**config.mk**
```make
export PLATFORM = sky130hd
export DESIGN_NAME = lzss_stream_encoder_flat
export DESIGN_NICKNAME = d
export VERILOG_FILES = /design/src/hw/rtl/lzss_enc_pkg.sv /design/src/hw/rtl/lzss_enc_sym_if.sv /design/src/hw/rtl/lzss_enc_code_if.sv /design/src/hw/rtl/lzss_enc_ram.sv /design/src/hw/rtl/lzss_enc_ctrl.sv /design/src/hw/rtl/lzss_enc_datapath.sv /design/src/hw/rtl/lzss_stream_encoder.sv /design/src/flat_wrapper.sv
export SDC_FILE = /design/constraint.sdc
export NUM_CORES = 1
export LEC_CHECK = 0
export BUFFER_PORTS_ARGS = -buffer_cell sky130_fd_sc_hd__clkbuf_2
export CAP_MARGIN = 20
export CORE_MARGIN = 10
export CORE_UTILIZATION = 50
export DETAILED_ROUTE_END_ITERATION = 6
export PLACE_DENSITY = 0.68
export SYNTH_ARGS = -nofsm -noshare
export SYNTH_HDL_FRONTEND = slang
export SYNTH_HIERARCHICAL = 1
export SYNTH_SLANG_ARGS = --single-unit
```
**constraint.sdc**
```tcl
create_clock -name clk -period 4.1 [get_ports clk]
set_clock_uncertainty 0.15 [all_clocks]
set_input_delay 0.41 -clock clk [delete_from_list [all_inputs] [get_ports clk]]
set_output_delay 0.41 -clock clk [all_outputs]
set_load 0.01 [all_outputs]
```
**src/hw/rtl/lzss_enc_pkg.sv**
```systemverilog
package lzss_enc_pkg;

  localparam int WINDOW_BITS = 6;
  localparam int LENGTH_BITS = 5;
  localparam int SYM_W       = 8;
  localparam int RING_SIZE   = 1 << WINDOW_BITS;
  localparam int LOOK_MAX    = (1 << LENGTH_BITS) + 1;
  localparam int HIST_LEN    = RING_SIZE - LOOK_MAX;
  localparam int CNT_W       = $clog2(LOOK_MAX + 1);
  localparam int DIST_W      = $clog2(HIST_LEN + 1);
  localparam int TOKEN_BITS  = 1 + WINDOW_BITS + LENGTH_BITS;
  localparam int LIT_BITS    = 1 + SYM_W;
  localparam int TCNT_W      = $clog2(TOKEN_BITS + 1);
  localparam int FILL_W      = $clog2(SYM_W);

  localparam logic [SYM_W-1:0] SPACE_CODE = SYM_W'(8'h20);

  typedef logic [WINDOW_BITS-1:0] ptr_t;
  typedef logic [CNT_W-1:0]       cnt_t;
  typedef logic [DIST_W-1:0]      dist_t;
  typedef logic [SYM_W-1:0]       sym_t;

  typedef enum logic [2:0] {
    ST_IDLE,
    ST_START,
    ST_ISSUE,
    ST_CHECK,
    ST_TOKEN,
    ST_SHIFT,
    ST_FIN
  } state_t;

  typedef struct packed {
    logic accept;
    logic start;
    logic issue;
    logic check;
    logic load_token;
    logic shift;
    logic fin;
  } cmd_t;

  typedef struct packed {
    logic count_last;
    logic count_zero;
    logic ext;
    logic last_dist;
    logic byte_stall;
    logic tok_last;
    logic fin_stall;
    logic fill_zero;
  } status_t;

endpackage

```
**src/hw/rtl/lzss_enc_sym_if.sv**
```systemverilog
interface lzss_enc_sym_if;
  logic                      valid;
  logic                      ready;
  logic [lzss_enc_pkg::SYM_W-1:0] symbol;
  logic                      stream_end;

  modport source(output valid, symbol, stream_end, input ready);
  modport sink(input valid, symbol, stream_end, output ready);
endinterface

```
**src/hw/rtl/lzss_enc_code_if.sv**
```systemverilog
interface lzss_enc_code_if;
  logic                      valid;
  logic                      ready;
  logic [lzss_enc_pkg::SYM_W-1:0] code_byte;
  logic                      final_byte;

  modport source(output valid, code_byte, final_byte, input ready);
  modport sink(input valid, code_byte, final_byte, output ready);
endinterface

```
**src/hw/rtl/lzss_enc_ram.sv**
```systemverilog
module lzss_enc_ram #(
  parameter int WIDTH = 8,
  parameter int DEPTH = 64
) (
  input  logic                     clk,
  input  logic                     we,
  input  logic [$clog2(DEPTH)-1:0] waddr,
  input  logic [WIDTH-1:0]         wdata,
  input  logic [$clog2(DEPTH)-1:0] raddr_a,
  output logic [WIDTH-1:0]         rdata_a,
  input  logic [$clog2(DEPTH)-1:0] raddr_b,
  output logic [WIDTH-1:0]         rdata_b
);

  logic [WIDTH-1:0] mem [DEPTH];

  always_ff @(posedge clk) begin
    if (we) begin
      mem[waddr] <= wdata;
    end
    rdata_a <= mem[raddr_a];
    rdata_b <= mem[raddr_b];
  end

endmodule

```
**src/hw/rtl/lzss_enc_ctrl.sv**
```systemverilog
module lzss_enc_ctrl (
  input  logic                   clk,
  input  logic                   rst,
  input  logic                   in_valid,
  input  logic                   in_last,
  output logic                   in_ready,
  input  lzss_enc_pkg::status_t  sts,
  output lzss_enc_pkg::cmd_t     cmd
);

  lzss_enc_pkg::state_t state, state_next;
  logic draining, draining_next;
  logic accept;

  assign accept = in_valid && (state == lzss_enc_pkg::ST_IDLE);

  always_ff @(posedge clk) begin
    if (rst) begin
      state    <= lzss_enc_pkg::ST_IDLE;
      draining <= 1'b0;
    end else begin
      state    <= state_next;
      draining <= draining_next;
    end
  end

  always_comb begin
    state_next    = state;
    draining_next = draining;
    unique case (state)
      lzss_enc_pkg::ST_IDLE: begin
        if (accept) begin
          if (in_last) begin
            draining_next = 1'b1;
            state_next    = lzss_enc_pkg::ST_START;
          end else if (sts.count_last) begin
            state_next = lzss_enc_pkg::ST_START;
          end
        end
      end
      lzss_enc_pkg::ST_START: state_next = lzss_enc_pkg::ST_ISSUE;
      lzss_enc_pkg::ST_ISSUE: state_next = lzss_enc_pkg::ST_CHECK;
      lzss_enc_pkg::ST_CHECK: begin
        if (sts.ext || !sts.last_dist) begin
          state_next = lzss_enc_pkg::ST_ISSUE;
        end else begin
          state_next = lzss_enc_pkg::ST_TOKEN;
        end
      end
      lzss_enc_pkg::ST_TOKEN: state_next = lzss_enc_pkg::ST_SHIFT;
      lzss_enc_pkg::ST_SHIFT: begin
        if (!sts.byte_stall && sts.tok_last) begin
          if (!draining) begin
            state_next = lzss_enc_pkg::ST_IDLE;
          end else if (sts.count_zero) begin
            state_next = lzss_enc_pkg::ST_FIN;
          end else begin
            state_next = lzss_enc_pkg::ST_START;
          end
        end
      end
      lzss_enc_pkg::ST_FIN: begin
        if (!sts.fin_stall && sts.fill_zero) begin
          state_next    = lzss_enc_pkg::ST_IDLE;
          draining_next = 1'b0;
        end
      end
      default: state_next = lzss_enc_pkg::ST_IDLE;
    endcase
  end

  always_comb begin
    cmd      = '0;
    in_ready = 1'b0;
    unique case (state)
      lzss_enc_pkg::ST_IDLE: begin
        in_ready   = 1'b1;
        cmd.accept = accept;
      end
      lzss_enc_pkg::ST_START: cmd.start      = 1'b1;
      lzss_enc_pkg::ST_ISSUE: cmd.issue      = 1'b1;
      lzss_enc_pkg::ST_CHECK: cmd.check      = 1'b1;
      lzss_enc_pkg::ST_TOKEN: cmd.load_token = 1'b1;
      lzss_enc_pkg::ST_SHIFT: cmd.shift      = !sts.byte_stall;
      lzss_enc_pkg::ST_FIN:   cmd.fin        = !sts.fin_stall;
      default: cmd = '0;
    endcase
  end

endmodule

```
**src/hw/rtl/lzss_enc_datapath.sv**
```systemverilog
module lzss_enc_datapath (
  input  logic                   clk,
  input  logic                   rst,
  input  lzss_enc_pkg::cmd_t     cmd,
  output lzss_enc_pkg::status_t  sts,
  input  lzss_enc_pkg::sym_t     in_symbol,
  output logic                   out_valid,
  input  logic                   out_ready,
  output lzss_enc_pkg::sym_t     out_byte,
  output logic                   out_final
);

  lzss_enc_pkg::ptr_t  cp;
  lzss_enc_pkg::cnt_t  count;
  lzss_enc_pkg::dist_t hdist;
  lzss_enc_pkg::cnt_t  mlen;
  lzss_enc_pkg::cnt_t  best_len;
  lzss_enc_pkg::ptr_t  best_pos;
  lzss_enc_pkg::sym_t  first;
  logic [lzss_enc_pkg::TOKEN_BITS-1:0]  tok;
  logic [lzss_enc_pkg::TCNT_W-1:0]      tok_bits;
  lzss_enc_pkg::sym_t  acc;
  logic [lzss_enc_pkg::FILL_W-1:0]      fill;
  lzss_enc_pkg::sym_t  hold;
  logic                hold_valid;
  logic [lzss_enc_pkg::RING_SIZE-1:0]   slot_valid;
  logic                va, vb;

  lzss_enc_pkg::ptr_t  waddr, cand, addr_a, addr_b;
  lzss_enc_pkg::sym_t  qa, qb, sa, sb;
  lzss_enc_pkg::cnt_t  mlen_inc, cand_len;
  lzss_enc_pkg::sym_t  acc_set;
  logic                eq, out_free, byte_full;

  assign waddr    = cp + lzss_enc_pkg::ptr_t'(count);
  assign cand     = cp - lzss_enc_pkg::ptr_t'(hdist);
  assign addr_a   = cand + lzss_enc_pkg::ptr_t'(mlen);
  assign addr_b   = cp + lzss_enc_pkg::ptr_t'(mlen);

  lzss_enc_ram #(
    .WIDTH(lzss_enc_pkg::SYM_W),
    .DEPTH(lzss_enc_pkg::RING_SIZE)
  ) u_ring (
    .clk    (clk),
    .we     (cmd.accept),
    .waddr  (waddr),
    .wdata  (in_symbol),
    .raddr_a(addr_a),
    .rdata_a(qa),
    .raddr_b(addr_b),
    .rdata_b(qb)
  );

  // slots never written since the stream began read as spaces
  assign sa       = va ? qa : lzss_enc_pkg::SPACE_CODE;
  assign sb       = vb ? qb : lzss_enc_pkg::SPACE_CODE;
  assign eq       = (sa == sb);
  assign mlen_inc = mlen + lzss_enc_pkg::cnt_t'(1);
  assign cand_len = eq ? mlen_inc : mlen;
  assign out_free = !out_valid || out_ready;
  assign byte_full = (fill == lzss_enc_pkg::FILL_W'(lzss_enc_pkg::SYM_W - 1));

  always_comb begin
    acc_set = acc;
    acc_set[lzss_enc_pkg::FILL_W'(lzss_enc_pkg::SYM_W - 1) - fill] =
      tok[lzss_enc_pkg::TOKEN_BITS-1];
  end

  always_comb begin
    sts.count_last = (count == lzss_enc_pkg::cnt_t'(lzss_enc_pkg::LOOK_MAX - 1));
    sts.count_zero = (count == '0);
    sts.ext        = eq && (mlen_inc < count);
    sts.last_dist  = (hdist == lzss_enc_pkg::dist_t'(lzss_enc_pkg::HIST_LEN));
    sts.byte_stall = byte_full && hold_valid && !out_free;
    sts.tok_last   = (tok_bits == lzss_enc_pkg::TCNT_W'(1));
    sts.fin_stall  = hold_valid && !out_free;
    sts.fill_zero  = (fill == '0);
  end

  always_ff @(posedge clk) begin
    if (rst) begin
      cp         <= lzss_enc_pkg::ptr_t'(lzss_enc_pkg::HIST_LEN);
      count      <= '0;
      acc        <= '0;
      fill       <= '0;
      hold_valid <= 1'b0;
      slot_valid <= '0;
      out_valid  <= 1'b0;
    end else begin
      if (out_ready) begin
        out_valid <= 1'b0;
      end
      if (cmd.accept) begin
        slot_valid[waddr] <= 1'b1;
        count             <= count + lzss_enc_pkg::cnt_t'(1);
      end
      if (cmd.load_token) begin
        if (best_len > lzss_enc_pkg::cnt_t'(1)) begin
          cp    <= cp + lzss_enc_pkg::ptr_t'(best_len);
          count <= count - best_len;
        end else begin
          cp    <= cp + lzss_enc_pkg::ptr_t'(1);
          count <= count - lzss_enc_pkg::cnt_t'(1);
        end
      end
      if (cmd.shift) begin
        if (byte_full) begin
          if (hold_valid) begin
            out_valid <= 1'b1;
          end
          hold_valid <= 1'b1;
          acc        <= '0;
        end else begin
          acc <= acc_set;
        end
        fill <= fill + lzss_enc_pkg::FILL_W'(1);
      end
      if (cmd.fin) begin
        if (fill != '0) begin
          if (hold_valid) begin
            out_valid <= 1'b1;
          end
          hold_valid <= 1'b1;
          acc        <= '0;
          fill       <= '0;
        end else begin
          out_valid  <= hold_valid;
          hold_valid <= 1'b0;
          cp         <= lzss_enc_pkg::ptr_t'(lzss_enc_pkg::HIST_LEN);
          count      <= '0;
          slot_valid <= '0;
        end
      end
    end
  end

  always_ff @(posedge clk) begin
    if (cmd.issue) begin
      va <= slot_valid[addr_a];
      vb <= slot_valid[addr_b];
    end
    if (cmd.start) begin
      hdist    <= lzss_enc_pkg::dist_t'(1);
      mlen     <= '0;
      best_len <= lzss_enc_pkg::cnt_t'(1);
      best_pos <= '0;
    end
    if (cmd.check) begin
      if ((hdist == lzss_enc_pkg::dist_t'(1)) && (mlen == '0)) begin
        first <= sb;
      end
      if (sts.ext) begin
        mlen <= mlen_inc;
      end else begin
        if (cand_len > best_len) begin
          best_len <= cand_len;
          best_pos <= cand;
        end
        hdist <= hdist + lzss_enc_pkg::dist_t'(1);
        mlen  <= '0;
      end
    end
    if (cmd.load_token) begin
      if (best_len > lzss_enc_pkg::cnt_t'(1)) begin
        tok <= {1'b0, best_pos,
                lzss_enc_pkg::LENGTH_BITS'(best_len - lzss_enc_pkg::cnt_t'(2))};
        tok_bits <= lzss_enc_pkg::TCNT_W'(lzss_enc_pkg::TOKEN_BITS);
      end else begin
        tok <= {1'b1, first,
                {(lzss_enc_pkg::TOKEN_BITS - lzss_enc_pkg::LIT_BITS){1'b0}}};
        tok_bits <= lzss_enc_pkg::TCNT_W'(lzss_enc_pkg::LIT_BITS);
      end
    end
    if (cmd.shift) begin
      tok      <= tok << 1;
      tok_bits <= tok_bits - lzss_enc_pkg::TCNT_W'(1);
      if (byte_full) begin
        hold <= acc_set;
        if (hold_valid) begin
          out_byte  <= hold;
          out_final <= 1'b0;
        end
      end
    end
    if (cmd.fin) begin
      out_byte <= hold;
      if (fill != '0) begin
        hold      <= acc;
        out_final <= 1'b0;
      end else begin
        out_final <= 1'b1;
      end
    end
  end

endmodule

```
**src/hw/rtl/lzss_stream_encoder.sv**
```systemverilog
// lzss stream encoder
// symbols: sink channel, one 8-bit symbol per request, stream_end on the
//   last symbol of a stream. ready is high only while the block is idle.
// codes: source channel, one packed byte per request, bits msb first,
//   final_byte high on the last byte of a stream.
// a symbol that does not fill the 33-symbol lookahead is taken while the block stays idle.
// each token passes a start state, the history search (an issue and a check
//   state per symbol compared, one ring read pair per compare, over
//   31 history slots, up to the lookahead length each), a token load
//   state, then a shift state that sends its 9 or 12 bits out.
// at stream end all lookahead is coded, the partial byte is flushed with
//   zero low bits, and the block returns to its reset state.
// when the receiver stalls one finished byte waits in the output register
//   and one more in a hold register; bit shifting then pauses.
// reset clears control state and the ring slot valid bits; slots not
//   written read as spaces, so no clearing pass is needed.
module lzss_stream_encoder (
  input logic             clk,
  input logic             rst,
  lzss_enc_sym_if.sink    symbols,
  lzss_enc_code_if.source codes
);

  lzss_enc_pkg::cmd_t    cmd;
  lzss_enc_pkg::status_t sts;

  lzss_enc_ctrl u_ctrl (
    .clk     (clk),
    .rst     (rst),
    .in_valid(symbols.valid),
    .in_last (symbols.stream_end),
    .in_ready(symbols.ready),
    .sts     (sts),
    .cmd     (cmd)
  );

  lzss_enc_datapath u_dp (
    .clk      (clk),
    .rst      (rst),
    .cmd      (cmd),
    .sts      (sts),
    .in_symbol(symbols.symbol),
    .out_valid(codes.valid),
    .out_ready(codes.ready),
    .out_byte (codes.code_byte),
    .out_final(codes.final_byte)
  );

`ifndef SYNTHESIS
  a_check_after_issue: assert property (@(posedge clk) disable iff (rst)
    cmd.check |-> $past(cmd.issue))
    else $error("compare without a read");

  a_no_shift_on_stall: assert property (@(posedge clk) disable iff (rst)
    cmd.shift |-> !sts.byte_stall)
    else $error("bit shifted while output blocked");

  a_token_has_lookahead: assert property (@(posedge clk) disable iff (rst)
    cmd.load_token |-> !sts.count_zero)
    else $error("token coded with empty lookahead");
`endif

endmodule
```
**src/flat_wrapper.sv**
```systemverilog
// flat-port wrapper written by rule: the top's interface ports become plain ports
module lzss_stream_encoder_flat 
  (clk, rst, symbols_valid, symbols_symbol, symbols_stream_end, symbols_ready, codes_valid, codes_code_byte, codes_final_byte, codes_ready);
  lzss_enc_sym_if symbols_i ();
  lzss_enc_code_if codes_i ();
  input logic clk;
  input logic rst;
  input wire logic [$bits(symbols_i.valid)-1:0] symbols_valid;
  input wire logic [$bits(symbols_i.symbol)-1:0] symbols_symbol;
  input wire logic [$bits(symbols_i.stream_end)-1:0] symbols_stream_end;
  output wire logic [$bits(symbols_i.ready)-1:0] symbols_ready;
  output wire logic [$bits(codes_i.valid)-1:0] codes_valid;
  output wire logic [$bits(codes_i.code_byte)-1:0] codes_code_byte;
  output wire logic [$bits(codes_i.final_byte)-1:0] codes_final_byte;
  input wire logic [$bits(codes_i.ready)-1:0] codes_ready;
  assign symbols_i.valid = symbols_valid;
  assign symbols_i.symbol = symbols_symbol;
  assign symbols_i.stream_end = symbols_stream_end;
  assign symbols_ready = symbols_i.ready;
  assign codes_valid = codes_i.valid;
  assign codes_code_byte = codes_i.code_byte;
  assign codes_final_byte = codes_i.final_byte;
  assign codes_i.ready = codes_ready;
  lzss_stream_encoder u_core (.clk(clk), .rst(rst), .symbols(symbols_i), .codes(codes_i));
endmodule
```
==> run metrics <==
finished layout cell area=0.03852 mm²; # setup viols final=0; Data arrival, critical path=4.39 ns; Sink Count=687; Max-Cap Viols=0; Post-Syn Area=0.03374 mm²; IO Pins=24; area delta synth->final=14.17%; die width=279.8 µm; CP max stage delay=0.58 ns; die area=0.07827 mm²; cell row count=95; main combinational cell family by area after synthesis=multiplexers; async set or reset register ratio after synthesis=0; final hold violations=0; Worst-Margin Slew=1.093 ns; sequential area share after synthesis=0.5714; Syn Nets=2194; total gr overflow=0; Synth Area in Compound Gates=0.06983; final hold slack=0.03894 ns; Slew Limit Fails=0; Crit. End Element=register; fin crit share=0.9788; Synth Area in Adders=0.02358; Via density=6.580; Placed Cells=3044; Starting Density=0.5033; mux contribution to synthesized area=0.2344; XOR/XNOR share of the synthesized area=0.01405; Max H-tree Level=3; largest net degree at the start of global routing=65; synthesis-stage register bit count=687; CP Cell Sequence=inv_1 > ha_1 > inv_1 > fa_1 > inv_1 > fa_1 > inv_6 > buf_12 > mux4_2 > mux2i_2 > a22oi_1 > buf_4 > o21ai_1 > o22ai_1; Crit Path Class=register to register; core area=0.06704 mm²; clock latency on the worst-skew pair=0.65 ns; layout cells sized above 1=0.2929; worst min path class=input pin to register; hpwl dp=61160 µm; status=complete, no violations; first-pass GRT wire length=135400 µm; Finished Layout Cells=3184; Pre-antenna DRT Iters=6; yosys warns=6; Cells after Synth=2121; Die Ht=279.8 µm; final wirelength=89080 µm; DRC=0; CP max stage cell=fa_1; GRT Total Usage=0.2289; Area after DPL=0.03582 mm²; number of global-route vias before repair=21173; Ant. Diodes=0; FMAX=249.2 MHz; Worst Setup Start Kind=register; min cycle time layout=4.013 ns; clk slew on worst S/H paths=0.06 ns; drt wl/cell=27.98 µm; Post-Synth Simple-Gate Area=0.05840; CTS buffer count=75; CTS tree=built; Root Buffer=clkbuf_16; WP data required=4.48 ns; CTS max path bufs=3; post-route antenna net violation count=0; Rel. slew slack=0.2679; most frequent CP cell=inv_1; IO Port Bufs=23; Max Fanout on Critical Path=24; Yosys cell types=88; nets=2323; RePlAce Congestion=0.9122; initial antenna violation count=2; Most used DFF post-synth=edfxtp_1; EDFF count, synth=552; Setup Buffers After CTS=0; RSZ-0062 raised after global routing=no; Vias=20952; Avg Cell Area, Syn=15.91 µm²; 1st-iter DRT viols=2857
per-stage QoR:
stage / setup WS [ns] / util / TNS, ns
after CTS: 0.03802 / 0.5737 / 0
final: 0.08687 / 0.5746 / 0
after global routing: 0.01782 / 0.5746 / 0
after global placement: -0.07137 / 0.5339 / -0.08722
after detailed placement: -0.01876 / 0.5344 / -0.01876
after floorplan: 0.2563 / - / 0
registers in the layout, indices dropped and copies added (netlist names), 3 cells and up:
name                        cells
u_core/u_ctrl/state             3
u_core/u_dp/acc                 8
u_core/u_dp/best_len            6
u_core/u_dp/best_pos            6
u_core/u_dp/count               6
u_core/u_dp/cp                  6
u_core/u_dp/fill                3
u_core/u_dp/first               8
u_core/u_dp/hdist               5
u_core/u_dp/hold                8
u_core/u_dp/mlen                6
u_core/u_dp/out_byte            8
u_core/u_dp/slot_valid         64
u_core/u_dp/tok                12
u_core/u_dp/tok_bits            4
u_core/u_dp/u_ring/mem        512
u_core/u_dp/u_ring/rdata_a      8
u_core/u_dp/u_ring/rdata_b      8
layout by cell type, fill, tap and decap left out, types with 8 or more instances in the layout:
cell type	synthesis	layout
a22o_1	70	70
o21ai_0	55	55
buf_12	0	19
inv_1	60	58
clkinv_2	0	12
clkbuf_2	2	23
nor2b_1	17	17
dfxtp_1	135	135
nand2b_1	15	15
nor2_1	122	120
clkbuf_1	57	11
mux2i_1	96	91
and2_1	21	21
o21ai_1	17	17
xnor2_1	26	24
ha_1	54	52
edfxtp_1	552	552
and3_1	13	13
a21oi_1	47	47
xor2_1	15	12
o22ai_1	28	28
nand3_1	32	32
bufinv_16	0	10
a21o_1	16	16
mux4_2	304	304
buf_4	14	150
nor3_1	18	18
nand2_1	95	95
a22oi_1	14	14
clkinv_1	0	11
clkbuf_16	0	78
a221o_1	8	8
a211oi_1	12	12
repair_timing:
item                                    in CTS  in global routing
hold buffers                                 1                  0
pin swaps                                    0                  0
hold endpoints to repair                     1                  0
endpoints found under the setup margin       1                  6
resized for setup                            1                  7
path summary, 6_finish.rpt:
| path | start | endpoint | slack [ns] | depth (start not counted) |
|---|---|---|---|---|
| setup / recovery | u_core/u_dp/cp[0] | u_core/u_dp/u_ring/rdata_a[2] | 0.09 | 14 |
| hold reg to reg | u_core/u_dp/hold[7] | u_core/u_dp/out_byte[7] | 0.28 | 0 |
| hold / removal | symbols_valid | u_core/u_ctrl/state[2] | 0.04 | 3 |
| setup reg to reg | u_core/u_dp/cp[0] | u_core/u_dp/u_ring/rdata_a[2] | 0.09 | 14 |
worst max-delay path: cells and delay by family (launching register included):
family                   cells  cell delay, ns
AO/OA/AOI/OAI                3            0.36
adder cells (fa/ha/maj)      3            1.24
buffers and inverters        6            0.84
flip-flops                   1            0.31
multiplexers                 2            0.98
layout make-up:
cell class | instances | area [µm²]
flip-flops and latches | 687 | 19280
repair buffers | 194 | 1659
fillers | 5149 | 28520
clock buffers | 96 | 2090
inverters | 62 | 240.2
well taps | 873 | 1092
clock inverters | 42 | 533.0
multi-input cells | 1230 | 13630
synth_stat cells, types with 16 or more instances:
cell type	n	area [µm²]
nand2_1	95	356.6
nor2b_1	17	106.4
o21ai_1	17	85.08
mux4_2	304	6847
xnor2_1	26	227.7
clkbuf_1	57	214.0
dfxtp_1	135	2703
nor2_1	122	457.9
nor3_1	18	90.09
inv_1	60	225.2
o22ai_1	28	175.2
a22o_1	70	613.1
edfxtp_1	552	16580
a21oi_1	47	235.2
o21ai_0	55	275.3
ha_1	54	675.7
mux2i_1	96	960.9
nand3_1	32	160.2
a21o_1	16	120.1
buf_2	41	205.2
and2_1	21	131.4
buf_1	17	63.81
logic make-up after synthesis:
logic type	Yosys count
mux	409
xor+xnor	46
buf+inv	204
compound gates	329
flops	687
simple gates	386
fa+ha+maj	60
per-layer routing:
metal | share of wire | up-vias | global-route usage
met1 | 0.40 | 10754 | 0.3175
li1 | - | 8851 | -
met2 | 0.46 | 1150 | 0.3502
met3 | 0.099 | 197 | 0.04659
met4 | 0.038 | 0 | 0.09397
met5 | 0 | - | 0
Power is not shown: default switching activity piles up to over one toggle a cycle in this logic, so the estimate is an artifact.
